**src/plm_pkg.sv**
```systemverilog
// Types, constants and helper functions of the piecewise linear table mapper.
package plm_pkg;

  localparam int TABLE_DEPTH = 128;
  localparam int ADDR_W      = $clog2(TABLE_DEPTH);
  localparam int CNT_W       = $clog2(TABLE_DEPTH + 1);
  localparam int REC_W       = 32;
  localparam int KEY_W       = 17;
  localparam int DIFF_W      = KEY_W + 1;
  localparam int PROD_W      = 2 * DIFF_W;
  localparam int MAG_W       = PROD_W - 1;
  localparam int DMAG_W      = DIFF_W;
  localparam int QSUM_W      = PROD_W + 1;
  localparam int DIV_STEPS   = MAG_W;
  localparam int DCNT_W      = $clog2(DIV_STEPS + 1);

  typedef enum logic [1:0] {
    CMD_WRITE   = 2'd0,
    CMD_FORWARD = 2'd1,
    CMD_INVERSE = 2'd2,
    CMD_NONE    = 2'd3
  } command_e;

  typedef enum logic [2:0] {
    RD_ZERO,
    RD_ONE,
    RD_LAST,
    RD_MID,
    RD_LO,
    RD_LO_NEXT
  } rd_sel_e;

  typedef enum logic [1:0] {
    CLS_BELOW,
    CLS_BEYOND,
    CLS_SEGMENT
  } class_e;

  typedef struct packed {
    logic    load;
    logic    wr;
    rd_sel_e rd_sel;
    logic    cap_first;
    logic    cap_second;
    logic    decide;
    logic    compare;
    logic    cap_seg0;
    logic    cap_seg1;
    logic    diff;
    logic    mul;
    logic    div_load;
    logic    div_step;
    logic    out_load;
  } plm_cmd_t;

  typedef struct packed {
    logic end_case;
    logic lo_lt_hi;
    logic div_done;
    logic out_free;
  } plm_sts_t;

  // Search key of a stored record {representation, value}.
  function automatic logic signed [KEY_W-1:0] rec_key(input logic fwd,
                                                      input logic [REC_W-1:0] rec);
    return fwd ? $signed({1'b0, rec[31:16]}) : $signed({rec[15], rec[15:0]});
  endfunction

  // Interpolated field of a stored record.
  function automatic logic signed [KEY_W-1:0] rec_out(input logic fwd,
                                                      input logic [REC_W-1:0] rec);
    return fwd ? $signed({rec[15], rec[15:0]}) : $signed({1'b0, rec[31:16]});
  endfunction

  // True when key b lies at or beyond breakpoint a in table direction.
  function automatic logic at_or_beyond(input logic falling,
                                        input logic signed [KEY_W-1:0] a,
                                        input logic signed [KEY_W-1:0] b);
    return falling ? (a >= b) : (a <= b);
  endfunction

endpackage

```
**src/plm_ctrl.sv**
```systemverilog
// Sequencer for table reads, binary search, multiply and divide.
module plm_ctrl (
  input  logic              clk_i,
  input  logic              rst_ni,
  input  logic              in_valid_i,
  input  logic [1:0]        in_command_i,
  output logic              in_ready_o,
  input  plm_pkg::plm_sts_t sts_i,
  output plm_pkg::plm_cmd_t cmd_o
);

  typedef enum logic [12:0] {
    ST_IDLE = 13'b0000000000001,
    ST_RD0  = 13'b0000000000010,
    ST_RD1  = 13'b0000000000100,
    ST_RDL  = 13'b0000000001000,
    ST_DEC  = 13'b0000000010000,
    ST_SRCH = 13'b0000000100000,
    ST_CMP  = 13'b0000001000000,
    ST_SEG0 = 13'b0000010000000,
    ST_SEG1 = 13'b0000100000000,
    ST_DIFF = 13'b0001000000000,
    ST_MUL  = 13'b0010000000000,
    ST_DIV  = 13'b0100000000000,
    ST_RES  = 13'b1000000000000
  } state_e;

  state_e state_q, state_d;
  logic   accept;
  logic   cmd_load_pending_q;

  assign in_ready_o = (state_q == ST_IDLE);
  assign accept     = in_valid_i && in_ready_o;

  always_comb begin
    state_d        = state_q;
    cmd_o          = '0;
    cmd_o.rd_sel   = plm_pkg::RD_ZERO;
    cmd_o.load     = accept;
    cmd_o.wr       = accept && (in_command_i == plm_pkg::CMD_WRITE);
    unique case (state_q)
      ST_IDLE: begin
        if (accept && ((in_command_i == plm_pkg::CMD_FORWARD) ||
                       (in_command_i == plm_pkg::CMD_INVERSE))) begin
          state_d = ST_RD0;
        end
      end
      ST_RD0: begin
        cmd_o.rd_sel = plm_pkg::RD_ZERO;
        state_d      = ST_RD1;
      end
      ST_RD1: begin
        cmd_o.rd_sel    = plm_pkg::RD_ONE;
        cmd_o.cap_first = 1'b1;
        state_d         = ST_RDL;
      end
      ST_RDL: begin
        cmd_o.rd_sel     = plm_pkg::RD_LAST;
        cmd_o.cap_second = 1'b1;
        state_d          = ST_DEC;
      end
      ST_DEC: begin
        cmd_o.decide = 1'b1;
        state_d      = sts_i.end_case ? ST_RES : ST_SRCH;
      end
      ST_SRCH: begin
        if (sts_i.lo_lt_hi) begin
          cmd_o.rd_sel = plm_pkg::RD_MID;
          state_d      = ST_CMP;
        end else begin
          cmd_o.rd_sel = plm_pkg::RD_LO;
          state_d      = ST_SEG0;
        end
      end
      ST_CMP: begin
        cmd_o.compare = 1'b1;
        state_d       = ST_SRCH;
      end
      ST_SEG0: begin
        cmd_o.rd_sel   = plm_pkg::RD_LO_NEXT;
        cmd_o.cap_seg0 = 1'b1;
        state_d        = ST_SEG1;
      end
      ST_SEG1: begin
        cmd_o.cap_seg1 = 1'b1;
        state_d        = ST_DIFF;
      end
      ST_DIFF: begin
        cmd_o.diff = 1'b1;
        state_d    = ST_MUL;
      end
      ST_MUL: begin
        cmd_o.mul = 1'b1;
        state_d   = ST_DIV;
        // load the divider in the next cycle from the registered product
      end
      ST_DIV: begin
        if (cmd_load_pending_q) begin
          cmd_o.div_load = 1'b1;
        end else begin
          cmd_o.div_step = 1'b1;
          if (sts_i.div_done) begin
            state_d = ST_RES;
          end
        end
      end
      ST_RES: begin
        // hold the result until the output register is free
        if (sts_i.out_free) begin
          cmd_o.out_load = 1'b1;
          state_d        = ST_IDLE;
        end
      end
      default: state_d = ST_IDLE;
    endcase
  end

  always_ff @(posedge clk_i or negedge rst_ni) begin
    if (!rst_ni) begin
      state_q            <= ST_IDLE;
      cmd_load_pending_q <= 1'b0;
    end else begin
      state_q            <= state_d;
      cmd_load_pending_q <= (state_q == ST_MUL);
    end
  end

endmodule

```
**config.mk**
```make
export PLATFORM = sky130hd
export DESIGN_NAME = plm_ctrl
export DESIGN_NICKNAME = d
export VERILOG_FILES = /design/src/plm_pkg.sv /design/src/plm_ctrl.sv
export SDC_FILE = /design/constraint.sdc
export NUM_CORES = 1
export LEC_CHECK = 0
export BUFFER_PORTS_ARGS = -buffer_cell sky130_fd_sc_hd__buf_4
export CAP_MARGIN = 20
export CORE_MARGIN = 1.5
export CORE_UTILIZATION = 55
export CTS_CLUSTER_DIAMETER = 200
export DETAILED_ROUTE_END_ITERATION = 12
export HOLD_SLACK_MARGIN = 0.02
export PLACE_DENSITY = 0.83
export SYNTH_ARGS = -nofsm -noshare
export SYNTH_HDL_FRONTEND = slang
export SYNTH_SLANG_ARGS = --single-unit
```
**constraint.sdc**
```tcl
create_clock -name clk_i -period 3.7 [get_ports clk_i]
set_clock_uncertainty 0.05 [all_clocks]
set_input_delay 0.925 -clock clk_i [delete_from_list [all_inputs] [get_ports clk_i]]
set_output_delay 0.925 -clock clk_i [all_outputs]
set_load 0.02 [all_outputs]
```
==> results.json <==
{
  "final_util_pct": 68.6,
  "die-area_um2": 2030,
  "r2r_end": "state_q[12]",
  "netlist_area_um2": 972,
  "clkTransAtPathRegs_ns": 0.09,
  "yosysSeqAreaShare_pct": 36.2,
  "status": "finished, final reports clean",
  "setup_slack_ns": 0.237,
  "drt_iter0_markers": 31,
  "drive_above_1_share_pct": 26.1,
  "syn_area_per_cell_um2": 8.31,
  "hpwlAfterDp_um": 1600,
  "clkLatencyLatePin_ns": 0.28,
  "path_max_fanout": 11,
  "grt_start_max_net_pins": 15,
  "grt_pass1_wl_um": 3500,
  "multiInputGateArea_um2": 549,
  "viasPerCell": 6.05,
  "drc_errors": 0,
  "die_height_um": 45.0,
  "io_buffers": 25,
  "endpoint_kind": "output port",
  "overflow": 0,
  "cts_hold_buf": 0,
  "ys_types": 36,
  "num_rows": 15,
  "avgRoutedWirePerCell_um": 13.9,
  "nFillCells": 138,
  "io_pins": 26,
  "hold_path_class": "in -> async",
  "cts_tree": "yes",
  "nets": 149,
  "cp.arrival_ns": 2.49,
  "core_area_um2": 1690,
  "powerDensity_nw_per_um2": 395,
  "cts.htree.levels": 1,
  "reg2reg_setup_slack_ns": 1.45,
  "final_area_um2": 1160,
  "post_cts_buffers": 0,
  "start_util_pct": 57.6,
  "yosys.area.top_type": "dfrtp_1",
  "leakage_nw": 0.550,
  "rr_worst_depth": 4,
  "dpl_cell_area_um2": 1130,
  "tns_ns": 0,
  "rsz0062_at_grt": "false",
  "synth_nets": 127,
  "worstSetupStartpointType": "flip-flop",
  "cts.sinks": 14,
  "antenna_found_initial": 0,
  "clockBufferDepth": 2,
  "antennaDiodeCount": 0,
  "synth.area.top_cells": "dfrtp_1, nor4_1, nor3_1",
  "root_buffer": "clkbuf_4",
  "worst_pin_slew_ns": 0.620,
  "die_w_um": 45.0,
  "ys_seq_elements": 14,
  "hold_viol_final": 0,
  "maxSlewHeadroom_pct": 58.3,
  "grt_pass1_vias": 795,
  "maxCapViolCount": 0,
  "final_cell_mix": "buf_4, dfrtp_1, nor2_1, nor4_1, nor3_1",
  "ff_latch_area_um2": 352,
  "ant_nets": 0,
  "crit_type": "reg -> out",
  "peakVddDrop_uv": 318,
  "area_delta_synth_final_pct": 19.2,
  "fin_cells": 155,
  "r2r-start": "state_q[4]",
  "grt_usage_pct": 23.8,
  "period_minus_slack_ns": 3.46,
  "final_common_cell": "buf_4",
  "synthCells": 117,
  "final_max_slew_viol_count": 0,
  "finalSetupViolations": 0,
  "wirelength_um": 2160,
  "dp_slack_ns": 0.556,
  "synth_top_area_share_pct": 33.5,
  "ys_warn_count": 0,
  "dr.pass1.iters": 4,
  "vias": 938,
  "fmax_mhz": 289,
  "period_share_pct": 93.6,
  "postCtsResizedCells": 0,
  "cts_buffers": 3,
  "place_congestion": 0.913,
  "placed_cells": 151,
  "required_ns": 2.72
}
[synthesized netlist by cell type]
cell type,number
dfrtp_1,13
nor2_1,12
nor4_1,12
nor3_1,10
nand2_1,8
inv_1,6
nand2b_1,5
nand3_1,5
clkbuf_1,4
and2_1,3
o21ai_0,3
or2_2,3
or4_4,3
xor2_1,3
buf_6,2
mux2i_1,2
nor3b_1,2
o32ai_1,2
or3_1,2
a211oi_1,1
a21oi_1,1
a311o_1,1
a31oi_1,1
and3_1,1
buf_1,1
buf_4,1
dfstp_2,1
ha_1,1
nand4b_1,1
nor2b_1,1
nor4b_1,1
o211ai_1,1
o21a_1,1
o21ba_2,1
o41ai_1,1
or4b_1,1
[flip-flops by register name (all words and copies together), names as in the netlist]
| register | cells |
|---|---|
| cmd_load_pending_q | 1 |
| state_q | 13 |
[how the worst max path moves through the flow]
stage	slack, ns	startpoint	end	depth (start not counted)
detailed placement	0.56	state_q[4]	cmd_o[0]	5
finish	0.24	state_q[4]	cmd_o[0]	5
CTS	0.23	state_q[4]	cmd_o[0]	5
global route	0.14	state_q[4]	cmd_o[0]	5
floorplan	0.46	state_q[1]	cmd_o[14]	4
global placement	0.59	state_q[4]	cmd_o[0]	5
[area by class of cell]
| cell class | count | share of cell area (%) |
|---|---|---|
| sequential | 14 | 30.3 |
| multi-input combinational | 89 | 47.4 |
| clock buffer | 4 | 2.27 |
| timing repair buffer | 25 | 16.2 |
| tap | 17 | 1.84 |
| inverter | 6 | 1.94 |
[metrics by stage]
stage | total power, W | hold slack (ns)
2_1_floorplan | 0.000320 | 0.426
3_3_place_gp | 0.000364 | 0.474
3_5_place_dp | 0.000366 | 0.491
4_1_cts | 0.000458 | 0.426
5_1_grt | 0.000487 | 0.430
6_report | 0.000458 | 0.423
[report_power, final]
part	total [W]	switching [W]	internal, W	leakage, nW
clock network	0.0000924	0.0000506	0.0000418	0.0150
logic	0.000179	0.000102	0.0000769	0.344
registers	0.000186	0.0000189	0.000167	0.191
total	0.000458	0.000172	0.000286	0.550
[metal layers]
metal | vias to the layer above | track usage, % | share of wire (%)
met1 | 429 | 33.7 | 45
met4 | 0 | 10.6 | 1.9
li1 | 471 | - | -
met5 | - | 0 | 0
met3 | 6 | 3.60 | 5.3
met2 | 32 | 35.7 | 47
[cell families (layout without fill, tap and decap cells)]
group / count (synthesis) / after routing / synth area share (%)
AO/OA/AOI/OAI: 13 / 13 / 9.78
XOR/XNOR: 3 / 3 / 2.70
adder cells (fa/ha/maj): 1 / 1 / 1.29
buffers and inverters: 14 / 35 / 7.34
flip-flops: 14 / 14 / 36.2
multiplexers: 2 / 2 / 2.06
AND/OR/NAND/NOR: 70 / 70 / 40.7
[critical path, cell delays in order (launching register included)]
cell	delay (ns)
dfrtp_1	0.51
or4_4	0.59
or4_4	0.52
or3_1	0.34
nor2_1	0.10
buf_4	0.14
(Power assumes the default switching activity.)
